--- config.mk ---
export PLATFORM = sky130hd
export DESIGN_NAME = ghash_block_update_unit
export DESIGN_NICKNAME = d
export VERILOG_FILES = /design/src/ghu_pkg.sv /design/src/ghu_gfmul.sv /design/src/ghash_block_update_unit.sv
export SDC_FILE = /design/constraint.sdc
export NUM_CORES = 2
export LEC_CHECK = 0
export BUFFER_PORTS_ARGS = -buffer_cell sky130_fd_sc_hd__clkbuf_2
export CAP_MARGIN = 20
export CORE_ASPECT_RATIO = 0.5
export CORE_UTILIZATION = 54
export CTS_CLUSTER_SIZE = 24
export DETAILED_ROUTE_END_ITERATION = 16
export HOLD_SLACK_MARGIN = 0.05
export PLACE_DENSITY = 0.7
export SLEW_MARGIN = 40
export SYNTH_ARGS = -nofsm -noshare
export SYNTH_HDL_FRONTEND = slang
export SYNTH_SLANG_ARGS = --single-unit
--- constraint.sdc ---
create_clock -name clock -period 5.5 [get_ports clock]
set_input_delay 0.55 -clock clock [delete_from_list [all_inputs] [get_ports clock]]
set_output_delay 0.55 -clock clock [all_outputs]
set_load 0.05 [all_outputs]
--- src/ghu_pkg.sv ---
// ghu_pkg: types, constants and helpers shared by the GHASH block update unit.
// No dependencies.
`timescale 1ns / 1ps

package ghu_pkg;

   localparam int unsigned BLOCK_W   = 128;
   localparam int unsigned HALF_W    = 64;
   localparam int unsigned DIGIT_W   = 4;
   localparam int unsigned NUM_DIGIT = BLOCK_W / DIGIT_W;
   localparam int unsigned CNT_W     = $clog2(NUM_DIGIT);
   localparam int unsigned VB_W      = 5;
   localparam int unsigned CSR_IDX_W = 2;

   // reduction constant for x^128 + x^7 + x^2 + x + 1 in reflected order
   localparam logic [BLOCK_W-1:0] RED_POLY = {8'he1, 120'd0};

   localparam logic [CSR_IDX_W-1:0] CSR_KEY_HI = 2'd0;
   localparam logic [CSR_IDX_W-1:0] CSR_KEY_LO = 2'd1;

   typedef logic [BLOCK_W-1:0] block_type;

   typedef enum logic [1:0] {
      ST_IDLE,
      ST_RUN,
      ST_HOLD
   } state_type;

   // zero every byte at or past the valid count; byte 0 is the top byte
   function automatic block_type mask_bytes(block_type data, logic [VB_W-1:0] nbytes);
      block_type res;
      res = data;
      for (int i = 0; i < 16; i++) begin
         if (nbytes <= VB_W'(i)) begin
            res[BLOCK_W-1-8*i -: 8] = 8'd0;
         end
      end
      return res;
   endfunction

endpackage

--- src/ghu_gfmul.sv ---
// ghu_gfmul: digit-serial GF(2^128) multiplier in GCM bit order, 4 bits of X per cycle.
// Depends on ghu_pkg.
`timescale 1ns / 1ps

module ghu_gfmul (
   input  logic               clock,
   input  logic               reset,
   input  logic               start,
   input  ghu_pkg::block_type x_in,
   input  ghu_pkg::block_type h_in,
   output ghu_pkg::block_type prod,
   output logic               done
);

   ghu_pkg::block_type x_ff, x_in_nx;
   ghu_pkg::block_type v_ff, v_in;
   ghu_pkg::block_type z_ff, z_in;
   logic [ghu_pkg::CNT_W-1:0] cnt_ff, cnt_in;
   logic run_ff, run_in;

   // one digit: four shift-and-add steps, top bit of x first
   always_comb begin
      ghu_pkg::block_type zv;
      ghu_pkg::block_type vv;
      zv = z_ff;
      vv = v_ff;
      for (int j = 0; j < ghu_pkg::DIGIT_W; j++) begin
         if (x_ff[ghu_pkg::BLOCK_W-1-j]) begin
            zv = zv ^ vv;
         end
         if (vv[0]) begin
            vv = (vv >> 1) ^ ghu_pkg::RED_POLY;
         end else begin
            vv = vv >> 1;
         end
      end
      z_in    = zv;
      v_in    = vv;
      x_in_nx = x_ff << ghu_pkg::DIGIT_W;
      cnt_in  = cnt_ff + 1'b1;
      run_in  = run_ff;
      if (run_ff && (cnt_ff == ghu_pkg::CNT_W'(ghu_pkg::NUM_DIGIT - 1))) begin
         run_in = 1'b0;
      end
      if (start) begin
         z_in    = '0;
         v_in    = h_in;
         x_in_nx = x_in;
         cnt_in  = '0;
         run_in  = 1'b1;
      end
   end

   assign done = run_ff && (cnt_ff == ghu_pkg::CNT_W'(ghu_pkg::NUM_DIGIT - 1));
   assign prod = z_in;

   always_ff @(posedge clock) begin
      if (reset) begin
         run_ff <= 1'b0;
         cnt_ff <= '0;
      end else begin
         run_ff <= run_in;
         cnt_ff <= cnt_in;
      end
      x_ff <= x_in_nx;
      v_ff <= v_in;
      z_ff <= z_in;
   end

   assert property (@(posedge clock) disable iff (reset) start |=> run_ff && cnt_ff == '0)
      else $error("multiplier did not start");
   assert property (@(posedge clock) disable iff (reset) done |=> !run_ff || start)
      else $error("multiplier ran past last digit");
   assert property (@(posedge clock) disable iff (reset) run_ff && !done |=> run_ff)
      else $error("multiplier stopped early");

endmodule

--- src/ghash_block_update_unit.sv ---
// ghash_block_update_unit: GHASH accumulator Y = (Y xor X) * H for AES-GCM.
// Depends on ghu_pkg and ghu_gfmul.
//
// Usage:
//  - csr channel: csr_index 0 writes H bytes 0..7, index 1 writes bytes 8..15.
//    csr_ready is always high; write only while the unit is idle.
//  - req channel: one 128-bit block per word, bytes past req_valid_bytes read
//    as zero (counts above 16 mean all 16). req_first clears Y before the block.
//  - rsp channel: one word per request carrying the updated Y.
//  - Each block runs through the multiplier one 4-bit digit of X per
//    cycle; the product is registered into the output at the edge that ends
//    the last digit unless the output is stalled. req_stall stays high until
//    the product has left the multiplier, so blocks never overlap there.
//  - A new block may be accepted while the previous result still waits on
//    rsp_stall. If the next product finishes while the output is stalled,
//    the unit holds it and keeps req_stall high until the output drains.
//  - Reset (synchronous) clears Y, H and all handshake state; req_stall is
//    high while reset is asserted.
`timescale 1ns / 1ps

module ghash_block_update_unit (
   input  logic                             clock,
   input  logic                             reset,
   input  logic                             csr_valid,
   output logic                             csr_ready,
   input  logic [ghu_pkg::CSR_IDX_W-1:0]    csr_index,
   input  logic [ghu_pkg::HALF_W-1:0]       csr_wdata,
   input  logic                             req_valid,
   output logic                             req_stall,
   input  logic [ghu_pkg::HALF_W-1:0]       req_data_hi,
   input  logic [ghu_pkg::HALF_W-1:0]       req_data_lo,
   input  logic [ghu_pkg::VB_W-1:0]         req_valid_bytes,
   input  logic                             req_first,
   output logic                             rsp_valid,
   input  logic                             rsp_stall,
   output logic [ghu_pkg::HALF_W-1:0]       rsp_hash_hi,
   output logic [ghu_pkg::HALF_W-1:0]       rsp_hash_lo
);

   ghu_pkg::state_type state_ff, state_in;
   ghu_pkg::block_type acc_ff, acc_in;
   ghu_pkg::block_type key_ff, key_in;
   ghu_pkg::block_type out_ff, out_in;
   logic rsp_valid_ff, rsp_valid_in;

   ghu_pkg::block_type mul_x;
   ghu_pkg::block_type mul_prod;
   logic mul_start, mul_done, req_take;

   assign csr_ready = 1'b1;
   assign req_take  = req_valid && !req_stall;

   always_comb begin
      key_in = key_ff;
      if (csr_valid && csr_index == ghu_pkg::CSR_KEY_HI) begin
         key_in[ghu_pkg::BLOCK_W-1 -: ghu_pkg::HALF_W] = csr_wdata;
      end
      if (csr_valid && csr_index == ghu_pkg::CSR_KEY_LO) begin
         key_in[ghu_pkg::HALF_W-1:0] = csr_wdata;
      end
   end

   always_comb begin
      mul_x = ghu_pkg::mask_bytes({req_data_hi, req_data_lo}, req_valid_bytes);
      if (!req_first) begin
         mul_x = mul_x ^ acc_ff;
      end
   end

   always_comb begin
      state_in     = state_ff;
      acc_in       = acc_ff;
      out_in       = out_ff;
      rsp_valid_in = rsp_valid_ff && rsp_stall;
      mul_start    = 1'b0;
      req_stall    = 1'b1;
      case (state_ff)
         ghu_pkg::ST_IDLE: begin
            req_stall = reset;
            if (req_valid && !reset) begin
               mul_start = 1'b1;
               state_in  = ghu_pkg::ST_RUN;
            end
         end
         ghu_pkg::ST_RUN: begin
            if (mul_done) begin
               acc_in = mul_prod;
               if (!rsp_valid_ff || !rsp_stall) begin
                  out_in       = mul_prod;
                  rsp_valid_in = 1'b1;
                  state_in     = ghu_pkg::ST_IDLE;
               end else begin
                  state_in = ghu_pkg::ST_HOLD;
               end
            end
         end
         ghu_pkg::ST_HOLD: begin
            if (!rsp_stall) begin
               out_in       = acc_ff;
               rsp_valid_in = 1'b1;
               state_in     = ghu_pkg::ST_IDLE;
            end
         end
         default: begin
            state_in = ghu_pkg::ST_IDLE;
         end
      endcase
   end

   ghu_gfmul u_gfmul (
      .clock (clock),
      .reset (reset),
      .start (mul_start),
      .x_in  (mul_x),
      .h_in  (key_ff),
      .prod  (mul_prod),
      .done  (mul_done)
   );

   always_ff @(posedge clock) begin
      if (reset) begin
         state_ff     <= ghu_pkg::ST_IDLE;
         acc_ff       <= '0;
         key_ff       <= '0;
         rsp_valid_ff <= 1'b0;
      end else begin
         state_ff     <= state_in;
         acc_ff       <= acc_in;
         key_ff       <= key_in;
         rsp_valid_ff <= rsp_valid_in;
      end
      out_ff <= out_in;
   end

   assign rsp_valid   = rsp_valid_ff;
   assign rsp_hash_hi = out_ff[ghu_pkg::BLOCK_W-1 -: ghu_pkg::HALF_W];
   assign rsp_hash_lo = out_ff[ghu_pkg::HALF_W-1:0];

   assert property (@(posedge clock) disable iff (reset)
      req_take |=> state_ff == ghu_pkg::ST_RUN)
      else $error("accepted word did not start the multiply");
   assert property (@(posedge clock) disable iff (reset)
      mul_done |-> state_ff == ghu_pkg::ST_RUN)
      else $error("multiplier finished outside run state");
   assert property (@(posedge clock) disable iff (reset)
      state_ff == ghu_pkg::ST_HOLD |-> rsp_valid_ff)
      else $error("holding a result with an empty output");
   assert property (@(posedge clock) disable iff (reset)
      mul_done && state_ff == ghu_pkg::ST_RUN |=> acc_ff == $past(mul_prod))
      else $error("accumulator not updated with product");

endmodule
## Word level (Yosys, flattened, before mapping)

Cells that the tools add are included.

| storage, ports and cells | value |
|---|---|
| output and inout bits | 131 |
| bits of input ports | 205 |
| word-level logic and storage cells | 109 |
| register bits | 777 |

| operators by class | value |
|---|---|
| mux-type cells | 46 |
| equality and inequality tests | 8 |
| bitwise operators | 9 |
| reduce and logical (&&, ||, !) cells | 17 |
| add/sub/neg operators | 1 |
| $lt $le $gt $ge | 16 |

Operators with widths:

| kind | number |
|---|---|
| two-way mux 128 bit | 15 |
| bitwise XOR 128 bit | 5 |
| case mux 128 bit (2 select lines) | 1 |
| two-way mux 8 bit | 16 |
| less-or-equal comparator 5 x 4 -> 1 bit, second input constant | 8 |
| less-or-equal comparator 5 x 3 -> 1 bit, second input constant | 4 |
| NOT 3 -> 4 bit | 4 |
| less-or-equal comparator 5 x 1 -> 1 bit, second input constant | 2 |
| less-or-equal comparator 5 x 2 -> 1 bit, second input constant | 2 |
| two-way mux 1 bit | 8 |
| two-way mux 2 bit | 4 |
| inequality test 2 bit, second input constant | 4 |
| case mux 2 bit (3 select lines) | 1 |
| adder 5 x 1 -> 5 bit, second input constant | 1 |
| equality test 5 bit, second input constant | 1 |
| logical AND 1 bit | 5 |
| equality test 2 x 1 -> 1 bit, second input constant | 2 |
| logical NOT 2 bit | 2 |
| AND reduction 4 bit | 1 |
| nonzero test 2 bit | 2 |
| logical NOT 1 bit | 3 |
| AND reduction 3 bit | 1 |
| equality test 2 bit, second input constant | 1 |
| case mux 1 bit (2 select lines) | 1 |
| 3 further kinds | 3 |

## Depth between registers and ports, before layout

| depth | value |
|---|---|
| depth after elaboration | 12 |
| gate-level depth with buffers | 9 |
| mapped depth without buffers | 8 |

## Modules after synthesis

Synthesis repeated with hierarchy kept, for this count alone.

| unflattened totals | value |
|---|---|
| cell total of the unflattened synthesis | 3658 |
| area total of the unflattened synthesis | 35980.8 um^2 |

By module, submodules not included:

| module | sequential area each (um^2) | cells an instance | area each (um^2) | instances |
|---|---|---|---|---|
| ghu_gfmul | 7807.5 | 1813 | 18950.7 | 1 |
| ghash_block_update_unit | 9028.7 | 1845 | 17030.1 | 1 |

## Least setup slack after synthesis

OpenSTA, ideal clock, no wires.

| timing | value |
|---|---|
| path kind | reg-to-reg |
| from | register u_gfmul.cnt_ff[0] (netlist bit) |
| to | register out_ff[0] (enable) |
| clock period less this slack | 4.721 ns |
| slack | 0.779 ns |
| arrival time | 4.218 ns |
| buffers on the path | 0 |
| cell stages (with the launch flop) | 7 |
| cells stage by stage | dfxtp_1 > ha_1 > and3_1 > ha_1 > nand2_1 > a22oi_1 > and3_1 |

| between the ends | value |
|---|---|
| word-level cells in the longest chain between the ends | 4 |

RTL lines:

| element | RTL line | source |
|---|---|---|
| start, declared | ghu_gfmul.sv:18 | `logic [ghu_pkg::CNT_W-1:0] cnt_ff, cnt_in;` |
| start signal, assigned | ghu_gfmul.sv:63 | `cnt_ff <= cnt_in;` |
| equality test 5 bit | ghu_gfmul.sv:54 | `assign done = run_ff && (cnt_ff == ghu_pkg::CNT_W'(ghu_pkg::NUM_DIGIT - 1));` |
| logical AND 1 bit | ghu_gfmul.sv:54 |  |
| inequality test 2 bit (no line) | n/a |  |
| AND reduction 4 bit (no line) | n/a |  |
| end signal, assigned | ghash_block_update_unit.sv:132 | `out_ff <= out_in;` |
| end, declared | ghash_block_update_unit.sv:43 | `ghu_pkg::block_type out_ff, out_in;` |

Every way passes these cells.
A chain may end at the register's enable or synchronous reset.

## Worst setup path after layout

| timing | value |
|---|---|
| from | register u_gfmul.cnt_ff[0] (netlist bit) |
| to | register out_ff[67] (enable) |

Same word-level chain as after synthesis.

==> run summary <==
The initial DRC count came out at 2507. Source of the worst register-to-register timing path: u_gfmul.cnt_ff[0]. The number of setup buffers added after CTS is 0. Synthesis handed over a netlist of 4182 instances.

In this run, synthesis inferred 128 flip-flops with an integrated enable. The period utilization works out to 0.525. The worst slew slack as a fraction of its limit was 0.429; the async set-reset flop share out of synthesis was 0. Row generation in the floorplan step produced 64 rows. The run gives 5248 as the non-filler instance count after layout.

The tools report the number of antenna violations at the first check in global routing as 10. The detailed router used layers up to and including met5. The number of I/O port buffers is 334, and the static leakage is 14.8 nW.

The leading cell type in the layout, fill and taps excluded is nand2_1. Wires add up to 90400 um. Detailed routing inserted a total of 27400 vias.

The count of cells along the worst register-to-register path is 7, and the maximum fanout encountered on the critical timing path is 52. The slack of the worst reg-to-reg path is 2.61 ns, and the core utilization of the finished layout is 0.623. The worst setup path is launched from a flip-flop. After detailed placement, the total cell area comes to 36200 um2. The hold violation total from the final report came out at 0. By area the synthesized netlist is led by dfxtp_1 (38%), nand2_1 (18%), xnor2_1 (13%). The path with the worst hold slack has its endpoint at key_ff[96]. For the largest net degree at the start of global routing, the log shows 181. The clock drives 777 sinks.

Clock-pin slew was measured on the worst setup and hold paths at 0.07 ns. Starting density of the core: 0.553. The number of cells upsized or downsized after cts was 0; the data arrival time of the worst path was 3.10 ns. After detailed routing, the number of vias per cell comes to 5.23.

Routability-driven placement finished with a final weighted congestion of 1.02. Detailed routing placed a total of 40500 um of wire on met2. Number of slew-limit violations in the final report: 0. The path class of the tightest hold or removal check is primary input to flip-flop. In this design, the stage delay of the slowest critical-path cell is 0.62 ns. In this run the clock root is driven by a clkbuf_16. Detailed placement ended at an HPWL of 61400 um.

The run gives 26100 as the via count of the first global-routing pass. For the overall routing resource usage, the log shows 0.278. Among the stages of the critical path, the cell type that occurs most often is ha_1. When the netlist entered floorplanning its net count stood at 4392.

For the worst-skew pair, the clock arrives at the later sink with an insertion delay of 0.61 ns. During synthesis, Yosys emitted a total of 0 warnings. The top achievable clock speed came out at 346 MHz.

The routed metal-1 wire length was 40500 um; the y dimension of the die was 180 um. Predominant post-synthesis flop cell: dfxtp_1. Counting instances, the worst hold path has a depth of 3. For the setup skew after layout, the log shows 0.0264 ns. The total buffers and inverters traversed by the critical path is 1. For this run, design rule violations remaining after detail routing come to 0.

Clock tree synthesis inserted a total of 69 buffers. The cell area after layout is 38600 um2, and the final antenna-violating net count is 0. The time the worst path needs with I/O delays and setup was 2.89 ns; the horizontal die dimension was 358 um. Setup repair after global routing left no endpoint under its margin. The clock tree synthesis step divided the H-tree into 3 levels. Summed over all layers, the global routing overflow is 0.

The run finished with clean final reports. The synthesized netlist contains 47 unique library cells. The tools report the number of max-cap violations as 0. The tools report the endpoint of the most critical register-to-register path as out_ff[67]. Among all stages on the critical path, the largest delay is contributed by buf_4.

The layout overhead on the synthesized area is 12.7%, and the wire length of the first global-routing pass is 143000 um. The synthesized area divided by synthesized cell count was 8.18 um2. The tools report the startpoint of the worst hold path as csr_wdata[32].

Number of placed instances with taps included: 5109. The logs give 3 for the maximum clock insertion buffer count and 5.72 ns for the required time at the endpoint of the critical path. TritonCTS built the clock tree. The worst setup path is captured at a flip-flop. The share of final-layout standard cells stronger than drive strength 1 was 0.112; the final hold slack was 0.185 ns. The number of nets at the end of the flow was 4570. In this run, synthesis produced a sequential element count of 777. The power per unit of standard cell area came out at 411 nW/um2.

The sequential element share of the synthesized area was 0.492; the total setup violations reported at the end of the flow was 0. After detailed routing, the met3 layer carries 6350 um of wire. Counting the fill cells in the layout gives 5439. The actual slew at the worst max-slew pin was 0.857 ns; the share of the synthesized area in the top cell type was 0.380. For the die area, the log shows 64500 um2. The total of hold buffers inserted after clock tree synthesis is 0.

The synthesized netlist occupies a cell area of 34200 um2. Of all cell types, the one taking the most synthesized area is dfxtp_1. 336 I/O pins were placed. The kind of cell with the highest combined delay along the critical path is simple AND/OR/NAND/NOR gates. The signal on the critical path passes through ha_1 -> and3_1 -> ha_1 -> nand2_1 -> a22oi_1 -> and3_4 -> buf_4. The first TritonRoute pass finished after 5 iterations.

Leaving out fill and tap cells, the most frequent cells in the layout are nand2_1 (1617), dfxtp_1 (645), xnor2_1 (515). The floorplan core area was 61900 um2. Across the VDD grid, the largest voltage drop is 0.226 mV. In the final timing run, aggregate negative setup slack is 0 ns.

The wire length per cell is 17.2 um. The critical path is of the flip-flop to flip-flop type.
-- layer usage --
| metal | up-vias | global-route usage |
|---|---|---|
| li1 | 13500 | - |
| met5 | - | 0 |
| met2 | 794 | 0.428 |
| met1 | 13000 | 0.391 |
| met4 | 2 | 0.0970 |
| met3 | 174 | 0.0502 |
-- power by group --
group / internal [W] / switching (W) / total [W]
Combinational: 0.00134 / 0.00237 / 0.00371
Sequential: 0.00680 / 0.000526 / 0.00732
Clock: 0.00268 / 0.00215 / 0.00483
-- sequential cells by signal, summed over array words and instances, names as in the netlist --
register / flops
u_gfmul.v_ff: 128
u_gfmul.z_ff: 128
u_gfmul.x_ff: 128
u_gfmul.cnt_ff: 5
key_ff: 128
out_ff: 128
u_gfmul.run_ff: 1
state_ff: 2
rsp_valid: 1
acc_ff: 128
-- per-stage QoR --
step | worst slack, ns | total power (W)
2_1_floorplan | 0.779 | 0.0101
3_3_place_gp | 2.43 | 0.0110
3_5_place_dp | 2.34 | 0.0111
4_1_cts | 2.47 | 0.0159
5_1_grt | 2.41 | 0.0166
6_report | 2.61 | 0.0159
-- cell usage after synthesis (all sizes together), types with 3 or more instances --
library cell	count
a21oi	140
a22o	12
and2	8
and3	4
buf	44
clkbuf	209
dfxtp	649
edfxtp	128
ha	5
inv	8
mux2	3
nand2	1625
nand2b	133
nand3	6
nor2	153
nor3	3
o21ai	369
o21bai	4
or2	4
xnor2	515
xor2	136
-- worst max path at each step --
stage | start | cells past startpoint | to | slack (ns)
2_1_floorplan | u_gfmul.cnt_ff[0] | 6 | out_ff[0] | 0.78
3_3_place_gp | reset | 5 | out_ff[73] | 2.43
3_5_place_dp | reset | 5 | out_ff[58] | 2.34
4_1_cts | state_ff[0] | 7 | out_ff[64] | 2.47
5_1_grt | u_gfmul.cnt_ff[0] | 7 | out_ff[68] | 2.41
6_report | u_gfmul.cnt_ff[0] | 7 | out_ff[67] | 2.61
-- logic make-up (layout without fill, tap and decap cells) --
group                    count (synthesis)  count (layout)  share of synthesized area
AO/OA/AOI/OAI                          539             539                     0.0818
XOR/XNOR                               652             652                      0.167
adder cells (fa/ha/maj)                  5               5                    0.00183
buffers and inverters                  261             492                     0.0302
flip-flops                             777             777                      0.492
multiplexers                             3               3                   0.000987
other                                    1              11                   0.000110
AND/OR/NAND/NOR                       1944            1944                      0.226
-- layout make-up --
cell class / instances / area [um2] / area share
multi-input combinational: 3144 / 16400 / 0.426
timing repair buffer: 360 / 2000 / 0.0517
antenna: 10 / 25.0 / 0.000649
inverter: 8 / 30.0 / 0.000778
sequential: 777 / 16900 / 0.437
clock inverter: 24 / 180 / 0.00467
clock buffer: 100 / 2040 / 0.0528
tap: 825 / 1030 / 0.0268
-- worst register-to-register path, stage by stage (launching register included) --
cell and delay (ns):
dfxtp_1 0.36, ha_1 0.20, and3_1 0.17, ha_1 0.27
nand2_1 0.09, a22oi_1 0.28, and3_4 0.42, buf_4 0.63
Power figures use the tool's default switching activity.
